**config.mk**
```make
export PLATFORM = sky130hd
export DESIGN_NAME = lrsc_div
export DESIGN_NICKNAME = d
export VERILOG_FILES = /design/src/rtl/lrsc_pkg.sv /design/src/rtl/lrsc_div.sv
export SDC_FILE = /design/constraint.sdc
export NUM_CORES = 2
export LEC_CHECK = 0
export CAP_MARGIN = 20
export CORE_UTILIZATION = 58
export CTS_CLUSTER_DIAMETER = 30
export DETAILED_ROUTE_END_ITERATION = 10
export DONT_BUFFER_PORTS = 1
export HOLD_SLACK_MARGIN = 0.05
export PLACE_DENSITY_LB_ADDON = 0.12
export SLEW_MARGIN = 20
export SYNTH_ARGS = -nofsm -noshare
export SYNTH_HDL_FRONTEND = slang
export SYNTH_MEMORY_MAX_BITS = 65536
export SYNTH_SLANG_ARGS = --single-unit
```
**constraint.sdc**
```tcl
create_clock -name clock -period 3.7 [get_ports clock]
set_clock_uncertainty 0.05 [all_clocks]
set_input_delay 0 -clock clock [delete_from_list [all_inputs] [get_ports clock]]
set_output_delay 0 -clock clock [all_outputs]
set_load 0.01 [all_outputs]
```
**src/rtl/lrsc_pkg.sv**
```systemverilog
package lrsc_pkg;

   localparam int DATA_W             = 32;
   localparam int DIFF_W             = DATA_W + 1;
   localparam int FRAC_BITS_DEF      = 16;
   localparam int PARALLEL_LIMIT_DEF = 7;
   localparam int DIV_LAT            = DATA_W + 2;
   localparam int CSR_IDX_W          = 2;

   localparam logic [CSR_IDX_W-1:0] CSR_CLIP_MIN_X = 2'd0;
   localparam logic [CSR_IDX_W-1:0] CSR_CLIP_MIN_Y = 2'd1;
   localparam logic [CSR_IDX_W-1:0] CSR_CLIP_MAX_X = 2'd2;
   localparam logic [CSR_IDX_W-1:0] CSR_CLIP_MAX_Y = 2'd3;

   localparam logic signed [DATA_W-1:0] T_MIN = {1'b1, {(DATA_W-1){1'b0}}};
   localparam logic signed [DATA_W-1:0] T_MAX = {1'b0, {(DATA_W-1){1'b1}}};

   typedef struct packed {
      logic signed [DATA_W-1:0] px;
      logic signed [DATA_W-1:0] py;
      logic signed [DATA_W-1:0] dx;
      logic signed [DATA_W-1:0] dy;
      logic                     par_x;
      logic                     par_y;
      logic                     pok;
   } side_type;

   typedef struct packed {
      logic [DATA_W-1:0] rem;
      logic [DATA_W-1:0] quo;
      logic [DATA_W-1:0] nlo;
      logic [DATA_W-1:0] den;
      logic              neg;
      logic              ovf;
   } div_stage_type;

endpackage

```
**src/rtl/lrsc_div.sv**
```systemverilog
module lrsc_div
   import lrsc_pkg::*;
#(
   parameter int FRAC_BITS = FRAC_BITS_DEF
) (
   input  logic                     clock,
   input  logic                     reset,
   input  logic                     in_valid,
   input  logic signed [DIFF_W-1:0] in_num,
   input  logic signed [DATA_W-1:0] in_den,
   output logic                     out_valid,
   output logic signed [DATA_W-1:0] out_t
);

   logic [DIFF_W-1:0]    num_neg;
   logic [DATA_W-1:0]    num_abs;
   logic [DATA_W-1:0]    den_abs;
   logic [FRAC_BITS-1:0] num_hi;
   logic [DATA_W-1:0]    num_lo;
   div_stage_type        st0_in;

   div_stage_type        st_ff [0:DATA_W];
   logic [DATA_W:0]      vld_ff;

   logic [DATA_W-1:0]        q;
   logic                     sat_pos;
   logic                     sat_neg;
   logic signed [DATA_W-1:0] t_in;
   logic signed [DATA_W-1:0] t_ff;
   logic                     out_vld_ff;

   // magnitude of (diff << FRAC_BITS), split at the quotient width
   always_comb begin
      num_neg = -in_num;
      num_abs = in_num[DIFF_W-1] ? num_neg[DATA_W-1:0] : in_num[DATA_W-1:0];
      den_abs = in_den[DATA_W-1] ? (~in_den + 1'b1) : in_den;
      num_hi  = num_abs[DATA_W-1 -: FRAC_BITS];
      num_lo  = {num_abs[DATA_W-FRAC_BITS-1:0], {FRAC_BITS{1'b0}}};
      st0_in.rem = DATA_W'(num_hi);
      st0_in.quo = '0;
      st0_in.nlo = num_lo;
      st0_in.den = den_abs;
      st0_in.neg = in_num[DIFF_W-1] ^ in_den[DATA_W-1];
      st0_in.ovf = DATA_W'(num_hi) >= den_abs;
   end

   always_ff @(posedge clock) begin
      st_ff[0] <= st0_in;
      if (reset) begin
         vld_ff[0] <= 1'b0;
      end else begin
         vld_ff[0] <= in_valid;
      end
   end

   // one quotient bit per stage
   for (genvar k = 0; k < DATA_W; k++) begin : g_step
      logic [DATA_W:0]   r2;
      logic [DATA_W:0]   r2_sub;
      logic              ge;
      div_stage_type     st_in;

      always_comb begin
         r2     = {st_ff[k].rem, st_ff[k].nlo[DATA_W-1]};
         r2_sub = r2 - {1'b0, st_ff[k].den};
         ge     = r2 >= {1'b0, st_ff[k].den};
         st_in      = st_ff[k];
         st_in.rem  = ge ? r2_sub[DATA_W-1:0] : r2[DATA_W-1:0];
         st_in.quo  = {st_ff[k].quo[DATA_W-2:0], ge};
         st_in.nlo  = {st_ff[k].nlo[DATA_W-2:0], 1'b0};
      end

      always_ff @(posedge clock) begin
         st_ff[k+1] <= st_in;
         if (reset) begin
            vld_ff[k+1] <= 1'b0;
         end else begin
            vld_ff[k+1] <= vld_ff[k];
         end
      end
   end

   // sign and saturation
   always_comb begin
      q       = st_ff[DATA_W].quo;
      sat_pos = st_ff[DATA_W].ovf || q[DATA_W-1];
      sat_neg = st_ff[DATA_W].ovf || (q[DATA_W-1] && (|q[DATA_W-2:0]));
      if (st_ff[DATA_W].neg) begin
         t_in = sat_neg ? T_MIN : $signed(-q);
      end else begin
         t_in = sat_pos ? T_MAX : $signed(q);
      end
   end

   always_ff @(posedge clock) begin
      t_ff <= t_in;
      if (reset) begin
         out_vld_ff <= 1'b0;
      end else begin
         out_vld_ff <= vld_ff[DATA_W];
      end
   end

   assign out_valid = out_vld_ff;
   assign out_t     = t_ff;

endmodule

```
==> results.yml <==
min_path:
  hp-class: "in -> reg"
synthesis:
  synth_compound_area_frac: 0.177
  synth_fa_ha_area_frac: 0.111
  synth_xor_xnor_area_share: 0.0619
  ys_top_cells_by_area: "dfxtp_1 (47%), ha_1 (11%), o21ai_0 (4.2%)"
  synth_nets: 14100
  ys_seq_area_frac: 0.466
  synth_top_cell_area_share: 0.466
  yosys.area.top_type: "dfxtp_1"
  async_reset_ff_frac: 0
  syn_inst: 13000
  synth_area_mm2: 0.122
  synth_area_per_cell_um2: 9.36
  synth_top_family_by_area: "compound AO/OA/AOI/OAI gates"
  yosys_warnings: 0
  synth.area.mux_share: 0.0177
  ys.flop_type: "dfxtp_1"
  synth_edf_count: 0
  ys_seq_elements: 2828
  synth.distinct_cells: 103
  synth-simple-area-share: 0.117
sta:
  slew_headroom: 0.243
  rsz0062_at_grt: "yes"
  hold_violations: 0
  fin_crit_ns: 3.74
  setup-violations-final: 1
  tightestPinTransition_ns: 1.12
  drv_slew: 0
  fin_hold_ws_ns: 0.111
  setup_ws_ns: -0.0414
  fmax_mhz: 267
  min_period_over_period: 1.01
  finalSetupTns_ns: -0.0414
pwr:
  internal_power_mw: 98.6
  p_comb_frac: 0.422
  leakage_nw: 69.7
  clkPwrFrac: 0.293
  swShare: 0.373
  switching_power_mw: 58.7
  pwr-share-seq: 0.285
  p_per_area_mw_per_mm2: 1050
  peakVddDrop_uv: 790
placement:
  gp_congestion: 0.965
  dpl.hpwl_um: 243000
  dpl_worst_slack_ns: -0.273
  dpl-instance-area_mm2: 0.129
  placed_cells: 16100
  port_buffers: 0
finish:
  drive_above_1_share: 0.139
  finalNonFillerCells: 17200
  area_delta_synth_final_pct: 23.1
  design_area_mm2: 0.150
  nNetsFinal: 15100
  fillers: 15200
grt:
  grt_pass1_wl_um: 509000
  grt.total_usage: 0.301
  overflow: 0
  grt_max_degree: 66
  grt_pass1_vias: 94100
  antenna_found_initial: 21
critical_path:
  worstSetupEndpointType: "flop"
  path_buf_inv: 3
  cpLargestDelayFamily: "simple AND/OR/NAND/NOR gates"
  slowest_stage: "dlygate4sd3_1"
  worst_ep_required_time_ns: 4.49
  crit_path_max_incr_delay_ns: 0.62
  cp_max_fo: 3
  arrival_ns: 4.54
  critPathKind: "in -> reg"
  crit_chain: "dlygate4sd3_1, nor4_4, buf_4, buf_4, nand3_2, or4_4, or4_1, nand2b_1, o41ai_1, xnor2_1, ha_1, a21o_1, a21o_1, a21oi_1, o21ai_0, nor4b_4"
  cp-start-kind: "input port"
route:
  drt_wl_total_um: 334000
  drc: 0
  num_vias: 96800
  viasPerCell: 5.63
  wire_per_inst_um: 19.4
  drt_iter0_drc: 7893
  drt_first_pass_iters: 6
  ant_nets: 0
cts:
  clock-root-buffer: "clkbuf_16"
  htreeDepth: 5
  cts_tree: "yes"
  clk_path_buf_depth: 4
  cts.sinks: 2828
  path_clk_slew_ns: 0.06
  clk_latency_ns: 1.04
  cts_buffers: 493
floorplan:
  die_h_um: 460
  rows: 167
  core_mm2: 0.208
  die_w_um: 460
  start_util: 0.585
  ioPinCount: 101
  dieArea_mm2: 0.211
outcome:
  status: "finished, violations left"
  violations: "setup timing"
job:
  drv_cap: 0
==> synth_stat cells, types with 73 or more instances <==
cell,count
xor2_1,378
dfxtp_1,2828
o21a_1,130
a21o_1,516
inv_1,1307
clkbuf_1,240
o31ai_1,111
a31oi_1,107
nand2b_1,158
nor3_1,128
nor2_1,652
nand2_1,1101
nor2b_1,196
ha_1,1027
o21ai_0,1010
xnor2_1,481
nand4_1,155
a21oi_1,948
mux2_2,176
and3_1,90
a211oi_1,73
nand3_1,187
o21bai_1,113
==> metal layers <==
layer / share of wire / up-vias / GRT usage
met3: 0.066 / 753 / 0.0496
met4: 0.032 / 4 / 0.107
met5: 0.000081 / - / 0
met2: 0.44 / 3234 / 0.467
met1: 0.46 / 45800 / 0.422
li1: - / 47000 / -
==> path summary, 6_finish.rpt <==
path / to / slack (ns) / depth (start not counted) / from
worst max-delay path: st_ff[0][0]$_DFF_P_ / -0.04 / 16 / in_num[4]
worst min-delay path: st_ff[0][50]$_DFF_P_ / 0.11 / 3 / in_num[1]
worst max register to register: st_ff[0][375]$_DFF_P_ / 0.04 / 13 / st_ff[0][132]$_DFF_P_
worst min register to register: st_ff[0][1748]$_DFF_P_ / 0.21 / 0 / st_ff[0][1618]$_DFF_P_
==> cell families after synthesis <==
| family | after synthesis |
|---|---|
| AOI/OAI and AO/OA | 3464 |
| xor gates and xnor gates | 859 |
| adders and majority gates | 1058 |
| buffers and inverters | 1598 |
| DFF | 2828 |
| muxes | 193 |
| and+or+nand+nor | 2981 |
==> power by group through the flow <==
stage                     Combinational [mW]  Sequential [mW]  Clock, mW
final                                   66.4             44.8       46.1
after global routing                    73.0             45.4       48.2
after floorplan                         44.9             42.2          0
after detailed placement                62.2             45.1          0
after global placement                  60.9             45.1          0
after CTS                               63.5             44.7       46.6
==> state kept, by name (all words and copies together), names as in the netlist <==
name / cells
st_ff: 2762
vld_ff: 33
out_t: 32
out_valid: 1
==> area by class of cell <==
class / count / area, um2 / area share
well taps: 2788 / 3490 / 0.0233
clock inverters: 337 / 4140 / 0.0276
diodes: 18 / 45.0 / 0.000301
clock buffers: 568 / 13100 / 0.0878
multi-input cells: 8556 / 60200 / 0.402
repair buffers: 792 / 7110 / 0.0475
flip-flops and latches: 2828 / 56600 / 0.379
inverters: 1309 / 4920 / 0.0329
==> metrics by stage <==
stage | total power, mW | utilization
finish | 157 | 0.720
global route | 167 | 0.720
CTS | 155 | 0.713
detailed placement | 107 | 0.622
global placement | 106 | 0.622
floorplan | 87.1 | -
==> what timing repair did <==
| item | 4_1_cts | 5_1_grt |
|---|---|---|
| hold buffers | 155 | 2 |
| resized for setup | 46 | 249 |
| pin swaps | 3 | 67 |
| cloned | 0 | 12 |
| hold endpoints to repair | 100 | 33 |
| buffers inserted | 3 | 31 |
| endpoints found under the setup margin | 236 | 680 |
==> worst register-to-register path, cell delays in order (launching register included) <==
cell and delay [ns]:
dfxtp_2 0.36, inv_1 0.05, ha_1 0.32, nor2b_4 0.16
o21a_1 0.16, o21ai_1 0.11, a32oi_2 0.35, a31oi_4 0.16
o41a_1 0.48, o21ba_4 0.26, o21a_1 0.20, o21ai_4 0.29
buf_12 0.20, mux2_2 0.39
==> placed cells by master (no fill, tap or decap), types with 111 or more instances in the layout <==
| master | n |
|---|---|
| ha_1 | 1023 |
| mux2_2 | 176 |
| nor2b_1 | 194 |
| nand2_1 | 1100 |
| a21o_1 | 514 |
| nor2_1 | 650 |
| inv_1 | 1304 |
| dlygate4sd3_1 | 155 |
| nand3_1 | 185 |
| o21bai_1 | 111 |
| xnor2_1 | 481 |
| o21ai_0 | 948 |
| nor3_1 | 126 |
| buf_4 | 571 |
| a21oi_1 | 923 |
| xor2_1 | 378 |
| nand4_1 | 155 |
| nand2b_1 | 158 |
| o21a_1 | 129 |
| dfxtp_1 | 2811 |
| clkbuf_16 | 507 |
(Power assumes the default switching activity.)
